### config.mk
export PLATFORM = sky130hd
export DESIGN_NAME = led_pattern_mode_sequencer
export DESIGN_NICKNAME = d
export VERILOG_FILES = /design/src/design/lpms_pkg.sv /design/src/design/led_pattern_mode_sequencer.sv /design/src/design/lpms_step_mem.sv /design/src/design/lpms_ctrl.sv /design/src/design/lpms_datapath.sv
export SDC_FILE = /design/constraint.sdc
export NUM_CORES = 2
export LEC_CHECK = 0
export ABC_AREA = 1
export CORE_MARGIN = 2
export CORE_UTILIZATION = 25
export DETAILED_ROUTE_END_ITERATION = 8
export DONT_BUFFER_PORTS = 1
export GPL_ROUTABILITY_DRIVEN = 0
export PLACE_DENSITY = 0.38
export SETUP_SLACK_MARGIN = 0.4
export SYNTH_ARGS = -nofsm -noshare
export SYNTH_HDL_FRONTEND = slang
export SYNTH_SLANG_ARGS = --single-unit
### constraint.sdc
create_clock -name i_clk -period 3.8 [get_ports i_clk]
set_input_delay 0.95 -clock i_clk [delete_from_list [all_inputs] [get_ports i_clk]]
set_output_delay 0.95 -clock i_clk [all_outputs]
set_load 0.01 [all_outputs]
### src/design/lpms_pkg.sv
// Package for the LED pattern mode sequencer.
// Holds sizes, request codes, controller types and the built-in pattern tables.
// Used by every module of the block; depends on nothing.
`default_nettype none

package lpms_pkg;

    localparam int MODE_SLOTS    = 8;
    localparam int MAX_STEPS     = 8;
    localparam int TIME_BITS     = 16;

    localparam int MODE_W        = $clog2(MODE_SLOTS);
    localparam int STEP_W        = $clog2(MAX_STEPS);
    localparam int ADDR_W        = MODE_W + STEP_W;
    localparam int DEPTH         = MODE_SLOTS * MAX_STEPS;
    localparam int CNT_W         = $clog2(MODE_SLOTS + 1);
    localparam int LEN_W         = $clog2(MAX_STEPS + 1);

    localparam int COLOR_W       = 2;
    localparam int STIME_W       = 16;
    localparam int LOCK_W        = 16;

    localparam int BUILTIN_MODES = 4;
    localparam int FIRST_REPLACE = 5;
    localparam int MAX_NEW_LEN   = 8;
    localparam int LOCKOUT_RESET = 500;
    localparam int TIME_FAST     = 100;
    localparam int TIME_MID      = 500;
    localparam int TIME_SLOW     = 1500;

    localparam logic [1:0] REQ_TICK   = 2'd0;
    localparam logic [1:0] REQ_SELECT = 2'd1;
    localparam logic [1:0] REQ_ADD    = 2'd2;

    localparam logic [COLOR_W-1:0] COLOR_OFF    = 2'd0;
    localparam logic [COLOR_W-1:0] COLOR_RED    = 2'd1;
    localparam logic [COLOR_W-1:0] COLOR_GREEN  = 2'd2;
    localparam logic [COLOR_W-1:0] COLOR_YELLOW = 2'd3;

    typedef enum logic [2:0] {
        S_IDLE,
        S_TICK,
        S_SWITCH,
        S_WRITE,
        S_FIN
    } t_state;

    typedef struct packed {
        logic accept;
        logic fin_tick;
        logic fin_switch;
        logic fin_plain;
        logic write_step;
    } t_cmd;

    typedef struct packed {
        logic sel_ok;
        logic add_ok;
        logic write_last;
        logic out_free;
    } t_status;

    function automatic logic [LEN_W-1:0] builtin_len(input logic [MODE_W-1:0] m);
        logic [LEN_W-1:0] len;
        case (m)
            MODE_W'(0): len = LEN_W'(3);
            MODE_W'(1): len = LEN_W'(6);
            MODE_W'(2): len = LEN_W'(4);
            MODE_W'(3): len = LEN_W'(5);
            default:    len = '0;
        endcase
        return len;
    endfunction

    function automatic logic [STEP_W-1:0] builtin_saved(input logic [MODE_W-1:0] m);
        logic [LEN_W-1:0] len;
        logic [LEN_W-1:0] last;
        len  = builtin_len(m);
        last = len - LEN_W'(1);
        return (len == '0) ? '0 : last[STEP_W-1:0];
    endfunction

    function automatic logic [COLOR_W-1:0] builtin_color(input logic [ADDR_W-1:0] a);
        logic [MODE_W-1:0] m;
        logic [STEP_W-1:0] s;
        logic [15:0]       pat;
        logic [15:0]       shifted;
        m = a[ADDR_W-1:STEP_W];
        s = a[STEP_W-1:0];
        case (m)
            MODE_W'(0): pat = 16'h001B;
            MODE_W'(1): pat = 16'h0231;
            MODE_W'(2): pat = 16'h0012;
            MODE_W'(3): pat = 16'h008D;
            default:    pat = 16'h0000;
        endcase
        shifted = pat >> {s, 1'b0};
        return ({1'b0, s} < builtin_len(m)) ? shifted[COLOR_W-1:0] : COLOR_OFF;
    endfunction

    function automatic logic [STIME_W-1:0] builtin_time(input logic [ADDR_W-1:0] a);
        logic [MODE_W-1:0]  m;
        logic [STEP_W-1:0]  s;
        logic [STIME_W-1:0] t;
        m = a[ADDR_W-1:STEP_W];
        s = a[STEP_W-1:0];
        case (m)
            MODE_W'(0): t = STIME_W'(100);
            MODE_W'(1): t = STIME_W'(700);
            MODE_W'(2): t = STIME_W'(1500);
            MODE_W'(3): t = STIME_W'(2100);
            default:    t = '0;
        endcase
        return ({1'b0, s} < builtin_len(m)) ? t : '0;
    endfunction

    function automatic logic [2:0] lamp_decode(input logic [COLOR_W-1:0] c);
        logic [2:0] l;
        unique case (c)
            COLOR_RED:    l = 3'b001;
            COLOR_GREEN:  l = 3'b010;
            COLOR_YELLOW: l = 3'b100;
            default:      l = 3'b000;
        endcase
        return l;
    endfunction

endpackage

`default_nettype wire

### src/design/led_pattern_mode_sequencer.sv
// Top level of the LED pattern mode sequencer: controller plus datapath.
// Tick and select words pass through accept and the step table read; a rejected or
// unknown word goes from accept to the result; an added pattern writes the table
// once per step. One word is in work at a time; a held result adds stall cycles.
// Reset is synchronous and active low; the built-in patterns are live at once.
`default_nettype none

module led_pattern_mode_sequencer import lpms_pkg::*; (
    input  wire logic              i_clk,
    input  wire logic              i_rst_n,
    input  wire logic              i_valid,
    output logic                   o_stall,
    input  wire logic [1:0]        i_req_type,
    input  wire logic              i_button_pressed,
    input  wire logic [3:0]        i_mode_number,
    input  wire logic [3:0]        i_pattern_length,
    input  wire logic [15:0]       i_pattern_colors,
    input  wire logic [15:0]       i_step_time,
    input  wire logic              i_cfg_wr_en,
    input  wire logic [LOCK_W-1:0] i_cfg_wr_data,
    output logic                   o_valid,
    input  wire logic              i_stall,
    output logic [2:0]             o_lamps,
    output logic [2:0]             o_active_mode,
    output logic [2:0]             o_active_step,
    output logic                   o_request_error,
    output logic [2:0]             o_written_slot
);

    t_cmd    cmd;
    t_status status;

    lpms_ctrl u_ctrl (
        .i_clk      (i_clk),
        .i_rst_n    (i_rst_n),
        .i_valid    (i_valid),
        .i_req_type (i_req_type),
        .i_status   (status),
        .o_stall    (o_stall),
        .o_cmd      (cmd)
    );

    lpms_datapath u_datapath (
        .i_clk            (i_clk),
        .i_rst_n          (i_rst_n),
        .i_req_type       (i_req_type),
        .i_button_pressed (i_button_pressed),
        .i_mode_number    (i_mode_number),
        .i_pattern_length (i_pattern_length),
        .i_pattern_colors (i_pattern_colors),
        .i_step_time      (i_step_time),
        .i_cfg_wr_en      (i_cfg_wr_en),
        .i_cfg_wr_data    (i_cfg_wr_data),
        .i_cmd            (cmd),
        .o_status         (status),
        .i_stall          (i_stall),
        .o_valid          (o_valid),
        .o_lamps          (o_lamps),
        .o_active_mode    (o_active_mode),
        .o_active_step    (o_active_step),
        .o_request_error  (o_request_error),
        .o_written_slot   (o_written_slot)
    );

endmodule

`default_nettype wire

### src/design/lpms_step_mem.sv
// Step table memory: color and duration of every step of every pattern slot.
// Registered read; per-entry valid bits make unwritten entries read as the
// built-in patterns from lpms_pkg.
`default_nettype none

module lpms_step_mem import lpms_pkg::*; (
    input  wire logic               i_clk,
    input  wire logic               i_rst_n,
    input  wire logic               i_wr_en,
    input  wire logic [ADDR_W-1:0]  i_wr_addr,
    input  wire logic [COLOR_W-1:0] i_wr_color,
    input  wire logic [STIME_W-1:0] i_wr_time,
    input  wire logic               i_rd_en,
    input  wire logic [ADDR_W-1:0]  i_rd_addr,
    output logic      [COLOR_W-1:0] o_rd_color,
    output logic      [STIME_W-1:0] o_rd_time
);

    logic [COLOR_W-1:0] r_color [DEPTH];
    logic [STIME_W-1:0] r_time  [DEPTH];
    logic [DEPTH-1:0]   r_vld;
    logic [COLOR_W-1:0] r_rd_color;
    logic [STIME_W-1:0] r_rd_time;
    logic [ADDR_W-1:0]  r_rd_addr;
    logic               r_rd_vld;

    always_ff @(posedge i_clk) begin
        if (i_wr_en) begin
            r_color[i_wr_addr] <= i_wr_color;
            r_time[i_wr_addr]  <= i_wr_time;
        end
        if (i_rd_en) begin
            r_rd_color <= r_color[i_rd_addr];
            r_rd_time  <= r_time[i_rd_addr];
            r_rd_addr  <= i_rd_addr;
            r_rd_vld   <= r_vld[i_rd_addr];
        end
    end

    always_ff @(posedge i_clk) begin
        if (!i_rst_n) begin
            r_vld <= '0;
        end else if (i_wr_en) begin
            r_vld[i_wr_addr] <= 1'b1;
        end
    end

    assign o_rd_color = r_rd_vld ? r_rd_color : builtin_color(r_rd_addr);
    assign o_rd_time  = r_rd_vld ? r_rd_time  : builtin_time(r_rd_addr);

endmodule

`default_nettype wire

### src/design/lpms_ctrl.sv
// Controller state machine of the LED pattern mode sequencer.
// Sequences accept, table read, pattern write sweep and result hand-off.
// Depends on lpms_pkg for states, commands and status.
`default_nettype none

module lpms_ctrl import lpms_pkg::*; (
    input  wire logic       i_clk,
    input  wire logic       i_rst_n,
    input  wire logic       i_valid,
    input  wire logic [1:0] i_req_type,
    input  wire t_status    i_status,
    output logic            o_stall,
    output t_cmd            o_cmd
);

    t_state r_state;
    t_state n_state;

    always_ff @(posedge i_clk) begin
        if (!i_rst_n) begin
            r_state <= S_IDLE;
        end else begin
            r_state <= n_state;
        end
    end

    always_comb begin
        n_state = r_state;
        unique case (r_state)
            S_IDLE: begin
                if (i_valid) begin
                    unique case (i_req_type)
                        REQ_TICK:   n_state = S_TICK;
                        REQ_SELECT: n_state = i_status.sel_ok ? S_SWITCH : S_FIN;
                        REQ_ADD:    n_state = i_status.add_ok ? S_WRITE : S_FIN;
                        default:    n_state = S_FIN;
                    endcase
                end
            end
            S_TICK, S_SWITCH, S_FIN: begin
                if (i_status.out_free) begin
                    n_state = S_IDLE;
                end
            end
            S_WRITE: begin
                if (i_status.write_last) begin
                    n_state = S_FIN;
                end
            end
            default: n_state = S_IDLE;
        endcase
    end

    always_comb begin
        o_cmd   = '0;
        o_stall = (r_state != S_IDLE);
        unique case (r_state)
            S_IDLE:   o_cmd.accept     = i_valid;
            S_TICK:   o_cmd.fin_tick   = i_status.out_free;
            S_SWITCH: o_cmd.fin_switch = i_status.out_free;
            S_WRITE:  o_cmd.write_step = 1'b1;
            S_FIN:    o_cmd.fin_plain  = i_status.out_free;
            default:  o_cmd            = '0;
        endcase
    end

endmodule

`default_nettype wire

### src/design/lpms_datapath.sv
// Datapath of the LED pattern mode sequencer: timers, mode state, pattern
// bookkeeping, the step table memory and the result register.
// Depends on lpms_pkg and lpms_step_mem; driven by commands from lpms_ctrl.
`default_nettype none

module lpms_datapath import lpms_pkg::*; (
    input  wire logic              i_clk,
    input  wire logic              i_rst_n,
    input  wire logic [1:0]        i_req_type,
    input  wire logic              i_button_pressed,
    input  wire logic [3:0]        i_mode_number,
    input  wire logic [3:0]        i_pattern_length,
    input  wire logic [15:0]       i_pattern_colors,
    input  wire logic [15:0]       i_step_time,
    input  wire logic              i_cfg_wr_en,
    input  wire logic [LOCK_W-1:0] i_cfg_wr_data,
    input  wire t_cmd              i_cmd,
    output t_status                o_status,
    input  wire logic              i_stall,
    output logic                   o_valid,
    output logic [2:0]             o_lamps,
    output logic [2:0]             o_active_mode,
    output logic [2:0]             o_active_step,
    output logic                   o_request_error,
    output logic [2:0]             o_written_slot
);

    logic [LOCK_W-1:0]    r_lockout;
    logic [TIME_BITS-1:0] r_elapsed;
    logic [TIME_BITS-1:0] r_since;
    logic [TIME_BITS-1:0] r_delay;
    logic [MODE_W-1:0]    r_mode;
    logic [STEP_W-1:0]    r_step;
    logic [CNT_W-1:0]     r_miu;
    logic [MODE_W-1:0]    r_replace;
    logic [LEN_W-1:0]     r_len_tab [MODE_SLOTS];
    logic [STEP_W-1:0]    r_saved   [MODE_SLOTS];
    logic [2:0]           r_lamps;
    logic                 r_press;
    logic                 r_err;
    logic [MODE_W-1:0]    r_wslot;
    logic [STEP_W-1:0]    r_wcnt;
    logic [LEN_W-1:0]     r_new_len;
    logic [15:0]          r_new_colors;
    logic [STIME_W-1:0]   r_new_time;
    logic                 r_out_valid;
    logic [2:0]           r_o_lamps;
    logic [2:0]           r_o_mode;
    logic [2:0]           r_o_step;
    logic                 r_o_err;
    logic [2:0]           r_o_wslot;

    logic [TIME_BITS-1:0] el_inc;
    logic [TIME_BITS-1:0] sp_inc;
    logic                 press;
    logic [MODE_W:0]      mode_inc;
    logic [MODE_W-1:0]    next_mode;
    logic [MODE_W-1:0]    sel_mode;
    logic [MODE_W-1:0]    tgt_mode;
    logic [STEP_W-1:0]    tgt_step;
    logic                 is_tick;
    logic                 is_sel;
    logic                 is_add;
    logic                 sel_ok;
    logic                 add_ok;
    logic                 switching;
    logic                 slots_full;
    logic [MODE_W-1:0]    add_slot;
    logic [MODE_W:0]      replace_inc;
    logic [MODE_W-1:0]    replace_next;
    logic                 rd_en;
    logic [ADDR_W-1:0]    rd_addr;
    logic [COLOR_W-1:0]   rd_color;
    logic [STIME_W-1:0]   rd_time;
    logic [15:0]          wr_shift;
    logic [LEN_W-1:0]     wcnt_inc;
    logic [TIME_BITS-1:0] delay_now;
    logic [LEN_W-1:0]     len_now;
    logic                 fire;
    logic [LEN_W-1:0]     step_inc;
    logic [STEP_W-1:0]    step_next;
    logic                 out_free;
    logic                 finish;
    logic                 tick_fire;

    assign el_inc = (r_elapsed == '1) ? r_elapsed : r_elapsed + TIME_BITS'(1);
    assign sp_inc = (r_since == '1) ? r_since : r_since + TIME_BITS'(1);

    assign is_tick = (i_req_type == REQ_TICK);
    assign is_sel  = (i_req_type == REQ_SELECT);
    assign is_add  = (i_req_type == REQ_ADD);

    assign press = i_button_pressed && (sp_inc > r_lockout);

    assign mode_inc  = {1'b0, r_mode} + (MODE_W + 1)'(1);
    assign next_mode = (mode_inc >= r_miu) ? '0 : mode_inc[MODE_W-1:0];
    assign sel_mode  = i_mode_number[MODE_W-1:0];
    assign sel_ok    = (i_mode_number < r_miu);

    assign add_ok = (i_pattern_length >= 4'd2) && (i_pattern_length <= 4'(MAX_NEW_LEN))
        && (i_pattern_length <= MAX_STEPS)
        && ((i_step_time == 16'(TIME_FAST)) || (i_step_time == 16'(TIME_MID))
            || (i_step_time == 16'(TIME_SLOW)));

    assign tgt_mode  = is_tick ? next_mode : sel_mode;
    assign tgt_step  = (tgt_mode == r_mode) ? r_step : r_saved[tgt_mode];
    assign switching = (is_tick && press) || (is_sel && sel_ok);

    assign slots_full   = (r_miu >= MODE_SLOTS);
    assign add_slot     = slots_full ? r_replace : r_miu[MODE_W-1:0];
    assign replace_inc  = {1'b0, r_replace} + (MODE_W + 1)'(1);
    assign replace_next = (replace_inc < MODE_SLOTS) ? replace_inc[MODE_W-1:0]
                                                     : MODE_W'(FIRST_REPLACE);

    assign rd_en   = i_cmd.accept && (is_tick || (is_sel && sel_ok));
    assign rd_addr = switching ? {tgt_mode, tgt_step} : {r_mode, r_step};

    assign wr_shift = r_new_colors >> {r_wcnt, 1'b0};
    assign wcnt_inc = {1'b0, r_wcnt} + LEN_W'(1);

    lpms_step_mem u_step_mem (
        .i_clk      (i_clk),
        .i_rst_n    (i_rst_n),
        .i_wr_en    (i_cmd.write_step),
        .i_wr_addr  ({r_wslot, r_wcnt}),
        .i_wr_color (wr_shift[COLOR_W-1:0]),
        .i_wr_time  (r_new_time),
        .i_rd_en    (rd_en),
        .i_rd_addr  (rd_addr),
        .o_rd_color (rd_color),
        .o_rd_time  (rd_time)
    );

    assign delay_now = r_press ? TIME_BITS'(rd_time) : r_delay;
    assign len_now   = r_len_tab[r_mode];
    assign fire      = (r_elapsed >= delay_now) && ({1'b0, r_step} < len_now);
    assign step_inc  = {1'b0, r_step} + LEN_W'(1);
    assign step_next = (step_inc == len_now) ? '0 : step_inc[STEP_W-1:0];
    assign tick_fire = i_cmd.fin_tick && fire;

    assign out_free = !r_out_valid || !i_stall;
    assign finish   = i_cmd.fin_tick || i_cmd.fin_switch || i_cmd.fin_plain;

    assign o_status.sel_ok     = sel_ok;
    assign o_status.add_ok     = add_ok;
    assign o_status.write_last = (wcnt_inc == r_new_len);
    assign o_status.out_free   = out_free;

    always_ff @(posedge i_clk) begin
        if (!i_rst_n) begin
            r_lockout <= LOCK_W'(LOCKOUT_RESET);
            r_elapsed <= '0;
            r_since   <= '0;
            r_delay   <= TIME_BITS'(TIME_FAST);
            r_mode    <= '0;
            r_step    <= '0;
            r_miu     <= CNT_W'(BUILTIN_MODES);
            r_replace <= MODE_W'(FIRST_REPLACE);
            r_lamps   <= '0;
            r_press   <= 1'b0;
            r_err     <= 1'b0;
            r_wslot   <= '0;
            r_wcnt    <= '0;
            for (int i = 0; i < MODE_SLOTS; i++) begin
                r_len_tab[i] <= builtin_len(MODE_W'(i));
                r_saved[i]   <= builtin_saved(MODE_W'(i));
            end
        end else begin
            if (i_cfg_wr_en) begin
                r_lockout <= i_cfg_wr_data;
            end
            if (i_cmd.accept) begin
                r_press <= 1'b0;
                r_err   <= 1'b0;
                r_wslot <= '0;
                r_wcnt  <= '0;
                if (is_tick) begin
                    r_elapsed <= el_inc;
                    r_since   <= press ? '0 : sp_inc;
                    r_press   <= press;
                end
                if (switching) begin
                    r_saved[r_mode] <= r_step;
                    r_mode          <= tgt_mode;
                    r_step          <= tgt_step;
                end
                if (is_sel && !sel_ok) begin
                    r_err <= 1'b1;
                end
                if (is_add) begin
                    if (add_ok) begin
                        r_wslot             <= add_slot;
                        r_len_tab[add_slot] <= LEN_W'(i_pattern_length);
                        r_saved[add_slot]   <= '0;
                        if (slots_full) begin
                            r_replace <= replace_next;
                        end else begin
                            r_miu <= r_miu + CNT_W'(1);
                        end
                    end else begin
                        r_err <= 1'b1;
                    end
                end
            end
            if (i_cmd.write_step) begin
                r_wcnt <= wcnt_inc[STEP_W-1:0];
            end
            if (i_cmd.fin_tick) begin
                r_delay <= delay_now;
                if (fire) begin
                    r_lamps   <= lamp_decode(rd_color);
                    r_step    <= step_next;
                    r_elapsed <= '0;
                end
            end
            if (i_cmd.fin_switch) begin
                r_delay <= TIME_BITS'(rd_time);
            end
        end
    end

    always_ff @(posedge i_clk) begin
        if (i_cmd.accept && is_add && add_ok) begin
            r_new_len    <= LEN_W'(i_pattern_length);
            r_new_colors <= i_pattern_colors;
            r_new_time   <= i_step_time;
        end
        if (finish) begin
            r_o_lamps <= tick_fire ? lamp_decode(rd_color) : r_lamps;
            r_o_mode  <= 3'(r_mode);
            r_o_step  <= tick_fire ? 3'(step_next) : 3'(r_step);
            r_o_err   <= r_err;
            r_o_wslot <= 3'(r_wslot);
        end
    end

    always_ff @(posedge i_clk) begin
        if (!i_rst_n) begin
            r_out_valid <= 1'b0;
        end else if (finish) begin
            r_out_valid <= 1'b1;
        end else if (!i_stall) begin
            r_out_valid <= 1'b0;
        end
    end

    assign o_valid         = r_out_valid;
    assign o_lamps         = r_o_lamps;
    assign o_active_mode   = r_o_mode;
    assign o_active_step   = r_o_step;
    assign o_request_error = r_o_err;
    assign o_written_slot  = r_o_wslot;

endmodule

`default_nettype wire

# Yosys cells after proc, flatten, opt, wreduce, memory -nomap -nowiden
# Memories as Yosys holds them, arrays and structs flattened. A register that Yosys moved wholly into a read port is not among the register bits.
# Cells that the tools add are included.
# totals
n_memories,4
in_bits,64
output_inout_bits,15
ramBits,1208
ff_bits,212
elab_cells,218
# memory_table
memory,depth,width,read_ports,rd_clocked_by_memory_dff,write_ports,line,rtl
u_datapath.u_step_mem.r_time,64,16,1,1,1,lpms_step_mem.sv:20,logic [STIME_W-1:0] r_time [DEPTH];
u_datapath.u_step_mem.r_color,64,2,1,1,1,lpms_step_mem.sv:19,logic [COLOR_W-1:0] r_color [DEPTH];
u_datapath.r_len_tab,8,4,1,1,8,lpms_datapath.sv:36,logic [LEN_W-1:0] r_len_tab [MODE_SLOTS];
u_datapath.r_saved,8,3,1,0,8,lpms_datapath.sv:37,logic [STEP_W-1:0] r_saved [MODE_SLOTS];
# classes
n_mux,90
n_addsub,12
n_reduce_logical,44
n_bitwise,2
shift,2
eq_ne,24
order_cmp,14
# ops
cell,count
16-bit 2-to-1 mux,12
3-bit 2-to-1 mux,33
64-bit OR,1
12-bit one-hot mux with 4 select lines,1
10-bit one-hot mux with 4 select lines,1
"16-bit by 1-bit adder with 16-bit output, second input constant",2
"16-bit == test, second input constant",2
16-bit by 4-bit right shift with 2-bit output,2
1-bit 2-to-1 mux,28
3-bit one-hot mux with 3 select lines,3
4-bit 2-to-1 mux,6
4-bit logical NOT,5
"3-bit by 1-bit adder with 4-bit output, second input constant",4
"16-bit by 11-bit == test with 1-bit output, second input constant",1
"16-bit by 7-bit == test with 1-bit output, second input constant",1
"16-bit by 9-bit == test with 1-bit output, second input constant",1
16-bit greater-or-equal comparator,1
16-bit greater-than comparator,1
"3-bit by 1-bit subtractor with 3-bit output, second input constant",5
"6-bit by 7-bit < comparator with 1-bit output, second input constant",2
1-bit logical AND,13
"3-bit by 2-bit == test with 1-bit output, second input constant",4
3-bit one-hot mux with 4 select lines,1
3-bit OR reduction,3
other kinds (32),55

# Logic depth before layout (Yosys ltp)
# logic_depth
word_depth,13
depth_mapped,34
ltp_nobuf,32

# Hierarchy
# From an unflattened synthesis, not the netlist that was laid out.
# hier_totals
hier_cells,5657
hier_area_um2,60720.7
# modules_own_cells
module,seq_area_each_um2,n_inst,cells_each,area_each_um2
lpms_step_mem,36625.1,1,4411,50304.5
lpms_datapath,4994.8,1,1195,10131.0
lpms_ctrl,60.1,1,51,285.3

# Worst setup path before layout
# OpenSTA, ideal clock, no wires.
# synth_timing
path_type,input -> register
startpoint,input i_pattern_length[3]
endpoint,"memory u_datapath.r_saved[7][0] (netlist name), enable pin"
path_stages,12
setup_time_ps,303
path_slack_ps,-210
arrival_ps,3707
required_ps,3497
path_buffers,0
cell_sequence,clkinv_1 a221oi_1 o2111ai_1 nor3_4 inv_2 nor2_4 inv_1 nor2_2 inv_2 o21ai_2 nand4_1 nand2_1
# synth_rtl
item,line,rtl
start: declaration,led_pattern_mode_sequencer.sv:16,"input wire logic [3:0] i_pattern_length,"
end: declaration,lpms_datapath.sv:37,

# Final worst setup path
# layout_timing
startpoint,register u_datapath.r_since[1]
endpoint,register u_datapath.u_step_mem.r_rd_time[13] (read register of u_datapath.u_step_mem.r_time) (data pin)
# layout_via
elab_chain_cells,7
elab_cells_between_ends,8
cone_classes,add/sub: 1; order compare: 1; eq/ne: 1; mux: 2; reduce/logical: 3
# layout_lines
item,line,rtl
start: declaration,lpms_datapath.sv:30,logic [TIME_BITS-1:0] r_since;
start signal: assignment,lpms_datapath.sv:179,r_since <= press ? '0 : sp_inc;
16-bit by 1-bit adder with 16-bit output / 16-bit == test (equally long branches),lpms_datapath.sv:87,assign sp_inc = (r_since == '1) ? r_since : r_since + TIME_BITS'(1);
16-bit 2-to-1 mux *,lpms_datapath.sv:87,
16-bit greater-than comparator *,lpms_datapath.sv:93,assign press = i_button_pressed && (sp_inc > r_lockout);
1-bit logical AND *,lpms_datapath.sv:93,
1-bit logical AND *,lpms_datapath.sv:107,assign switching = (is_tick && press) || (is_sel && sel_ok);
1-bit logical OR *,lpms_datapath.sv:107,
6-bit 2-to-1 mux *,lpms_datapath.sv:116,"assign rd_addr = switching ? {tgt_mode, tgt_step} : {r_mode, r_step};"
end: declaration,lpms_step_mem.sv:23,logic [STIME_W-1:0] r_rd_time;
# Every way passes the cells marked *; elsewhere a longest branch is shown, timed or not.
# A chain may end at the register's enable or synchronous reset.

==> out/results.ini <==
[outcome]
status=finished with violations
failed_checks=setup timing

[pwr]
p_leak_uw=0.0354
ir_worst_vdd_mv=0.350
power_frac_comb_pct=12.1
powerDensity_nw_per_um2=454
sw_frac_of_total_pct=26.0
power.net_switching_uw=10100
pwr-share-seq_pct=44.1
p_total_uw=39000
p_clk_share_pct=43.8
intPower_uw=28900

[die]
die_h_um=514
start_util_pct=25.1
core_um2=259000
die-area_um2=264000
io_pins=79
fp.dieW_um=514
rows=187

[flow_run]
max-cap-violations=0

[sta]
slew_headroom_pct=19.4
drv_slew=0
worst_pin_slew_ns=1.21
max_freq_mhz=216
fin_ws_ns=-0.821
setup_violations=26
min_period_ns=4.62
fin_crit_sh_pct=122
clock_skew_ns=0.0564
hold_violations=0
rsz0062_at_grt=true
hold_ws_ns=0.180

[worst_setup_path]
r2r_slack_ns=-0.82
endpoint=u_datapath.u_step_mem.r_rd_time[13]
r2r_start=u_datapath.r_since[1]
cp_slowest_cell=or3b_4
worstSetupPathType=reg -> reg
slowest_delay_ns=0.40
crit_required_ns=4.37
reg2regPathDepth=31
worstPathMaxFanout=8
worstPathArrival_ns=5.19
reg2reg_to=u_datapath.u_step_mem.r_rd_time[13]
endpoint_kind=register
start_kind=register
crit_start=u_datapath.r_since[1]

[routing]
wire_per_inst_um=22.3
wl_mm=242
drc=0
drtPass1Iterations=7
drt_iter0_drc=4032
dr_total_vias=48490
via_per_inst=4.48
final_antenna_net_count=0

[logic_synthesis]
synthTopCellsByArea=edfxtp_1, nand3_1, nand2_1, inv_1, dfxtp_1
synth_cells=6647
yosys.area.top_type=edfxtp_1
synth_seq_cells=1441
synthFlopType=edfxtp_1
avgSynthCellArea_um2=9.77
seq_area_frac_synth_pct=64.2
yosysUniqueCellTypes=61
syn_area_um2=64900
synth_nets=6763
synth_top_area_share_pct=59.3
synth-edff-count=1282
yosysMostFrequentCell=nand2_1
synthArstFlopShare_pct=0
yosysWarnings=0
ys_top_cells_by_count=nand2_1, nand3_1, inv_1

[clocking]
path_clk_slew_ns=0.06
htree_levels=4
clk_path_buf_depth=3
cts-root-buf=clkbuf_16
numCtsBuffers=175
clk_latency_ns=0.86
cts_tree=yes
clkSinkCount=1441

[placed_design]
dp_hpwl_mm=151
port_buffers=0

[worst_hold_path]
hp-class=in -> reg

[grt]
grtUsageTotal_pct=17.9
grt_antenna_before_repair=12
grt_max_degree=65
grt_pass1_vias=47655
overflow=0
grt_pass1_wl_mm=345

[final_layout]
drive_above_1_share_pct=22.9
fill_cells=26221
final_nets=7377
fin_util_pct=33.1
layout-area-overhead-vs-synth_pct=32.2

==> sequential cells by signal, indices dropped and copies added, names as in the netlist, 6 cells and up, named ones only <==
name                             count
u_datapath.u_step_mem.r_time      1024
u_datapath.u_step_mem.r_color      128
u_datapath.u_step_mem.r_vld         64
u_datapath.r_len_tab                32
u_datapath.r_saved                  24
u_datapath.r_delay                  16
u_datapath.r_elapsed                16
u_datapath.r_lockout                16
u_datapath.r_new_colors             16
u_datapath.r_new_time               16
u_datapath.r_since                  16
u_datapath.u_step_mem.r_rd_time     16
u_datapath.u_step_mem.r_rd_addr      6
==> power by group through the flow <==
stage          registers (uW)  clock network [uW]  logic, uW
6_report                17200               17100       4710
5_1_grt                 17200               18100       5010
2_1_floorplan           17500                   0       1930
3_3_place_gp            17500                   0       3480
3_5_place_dp            17500                   0       3470
4_1_cts                 17200               17600       4400
==> cell type report <==
type                    instances  area (um^2)  area share (%)
multi-input cells            3562        20300            23.6
repair buffers                745         8610            10.0
clock inverters                86         1120            1.31
repair inverters                1         16.3          0.0189
well taps                    3402         4260            4.96
inverters                    1335         5090            5.93
flip-flops and latches       1441        41700            48.6
diodes                          3         7.51         0.00874
clock buffers                 238         4770            5.55
==> layer usage <==
metal | share of wire [%] | track usage [%] | vias to the layer above
met3 | 4.6 | 2.21 | 290
met1 | 47 | 25.1 | 24068
met5 | 0 | 0 | -
met2 | 46 | 29.1 | 1175
li1 | - | - | 22957
met4 | 2.4 | 4.36 | 0
==> per-stage QoR <==
stage	setup TNS, ns	instances	cell area [um^2]	worst slack (ns)
final	-15.37	10813	85900	-0.821
after global routing	-26.80	10811	85900	-1.06
after CTS	-15.72	10765	83700	-0.841
after detailed placement	-43.17	10324	73200	-1.66
after global placement	-41.78	10324	73200	-1.64
after floorplan	-2.51	6647	65500	-0.119
==> layout by cell type, fill, tap and decap left out, types with 12 or more instances in the layout <==
cell,n
nand2_4,33
nor3_1,27
buf_6,78
o21ai_1,12
clkbuf_1,48
nand2_2,69
buf_16,45
nor2_2,72
inv_1,1292
o21ai_0,61
inv_2,29
a21oi_2,21
clkbuf_8,15
nand3_2,264
nand4_1,14
nor2_1,251
xor2_1,12
dfxtp_1,154
buf_12,97
buf_4,484
nor2_4,14
nand2_1,1384
clkinv_16,14
bufinv_16,14
a21oi_1,56
clkinv_2,24
edfxtp_1,1282
ha_1,44
buf_8,18
nand3_1,968
o21a_1,13
clkinv_1,26
clkbuf_16,188
nand3_4,99
a31oi_1,14
==> repair_timing <==
| item | CTS | global route |
|---|---|---|
| hold buffers | 0 | 0 |
| cloned | 33 | 13 |
| endpoints found under the setup margin | 123 | 123 |
| buffers inserted | 84 | 32 |
| pin swaps | 134 | 166 |
| resized for setup | 593 | 331 |
==> worst min path at each step <==
stage | slack, ns | cells past startpoint | startpoint | to
floorplan | 0.41 | 0 | u_datapath.r_err | u_datapath.o_request_error
global placement | 0.43 | 0 | u_datapath.r_err | u_datapath.o_request_error
detailed placement | 0.43 | 0 | u_datapath.r_err | u_datapath.o_request_error
CTS | 0.10 | 0 | i_step_time[11] | u_datapath.r_new_time[11]
global route | 0.13 | 0 | i_step_time[11] | u_datapath.r_new_time[11]
finish | 0.18 | 0 | i_step_time[11] | u_datapath.r_new_time[11]
==> worst max-delay path: cells and delay by family, from the launching register on <==
family	cells	cell delay [ns]
DFF	1	0.36
AOI/OAI and AO/OA	2	0.47
buffers and inverters	9	1.08
and+or+nand+nor	18	1.99
adders and majority gates	2	0.45
==> cells by family after synthesis <==
logic type	count (synthesis)	synth area share, %
AOI/OAI and AO/OA	247	2.22
xor gates and xnor gates	24	0.324
adders and majority gates	52	1.00
buffers and inverters	1645	10.5
DFF	1441	64.2
muxes	5	0.0771
and+or+nand+nor	3233	21.7
No activity file was read; power rests on OpenSTA's default activity.
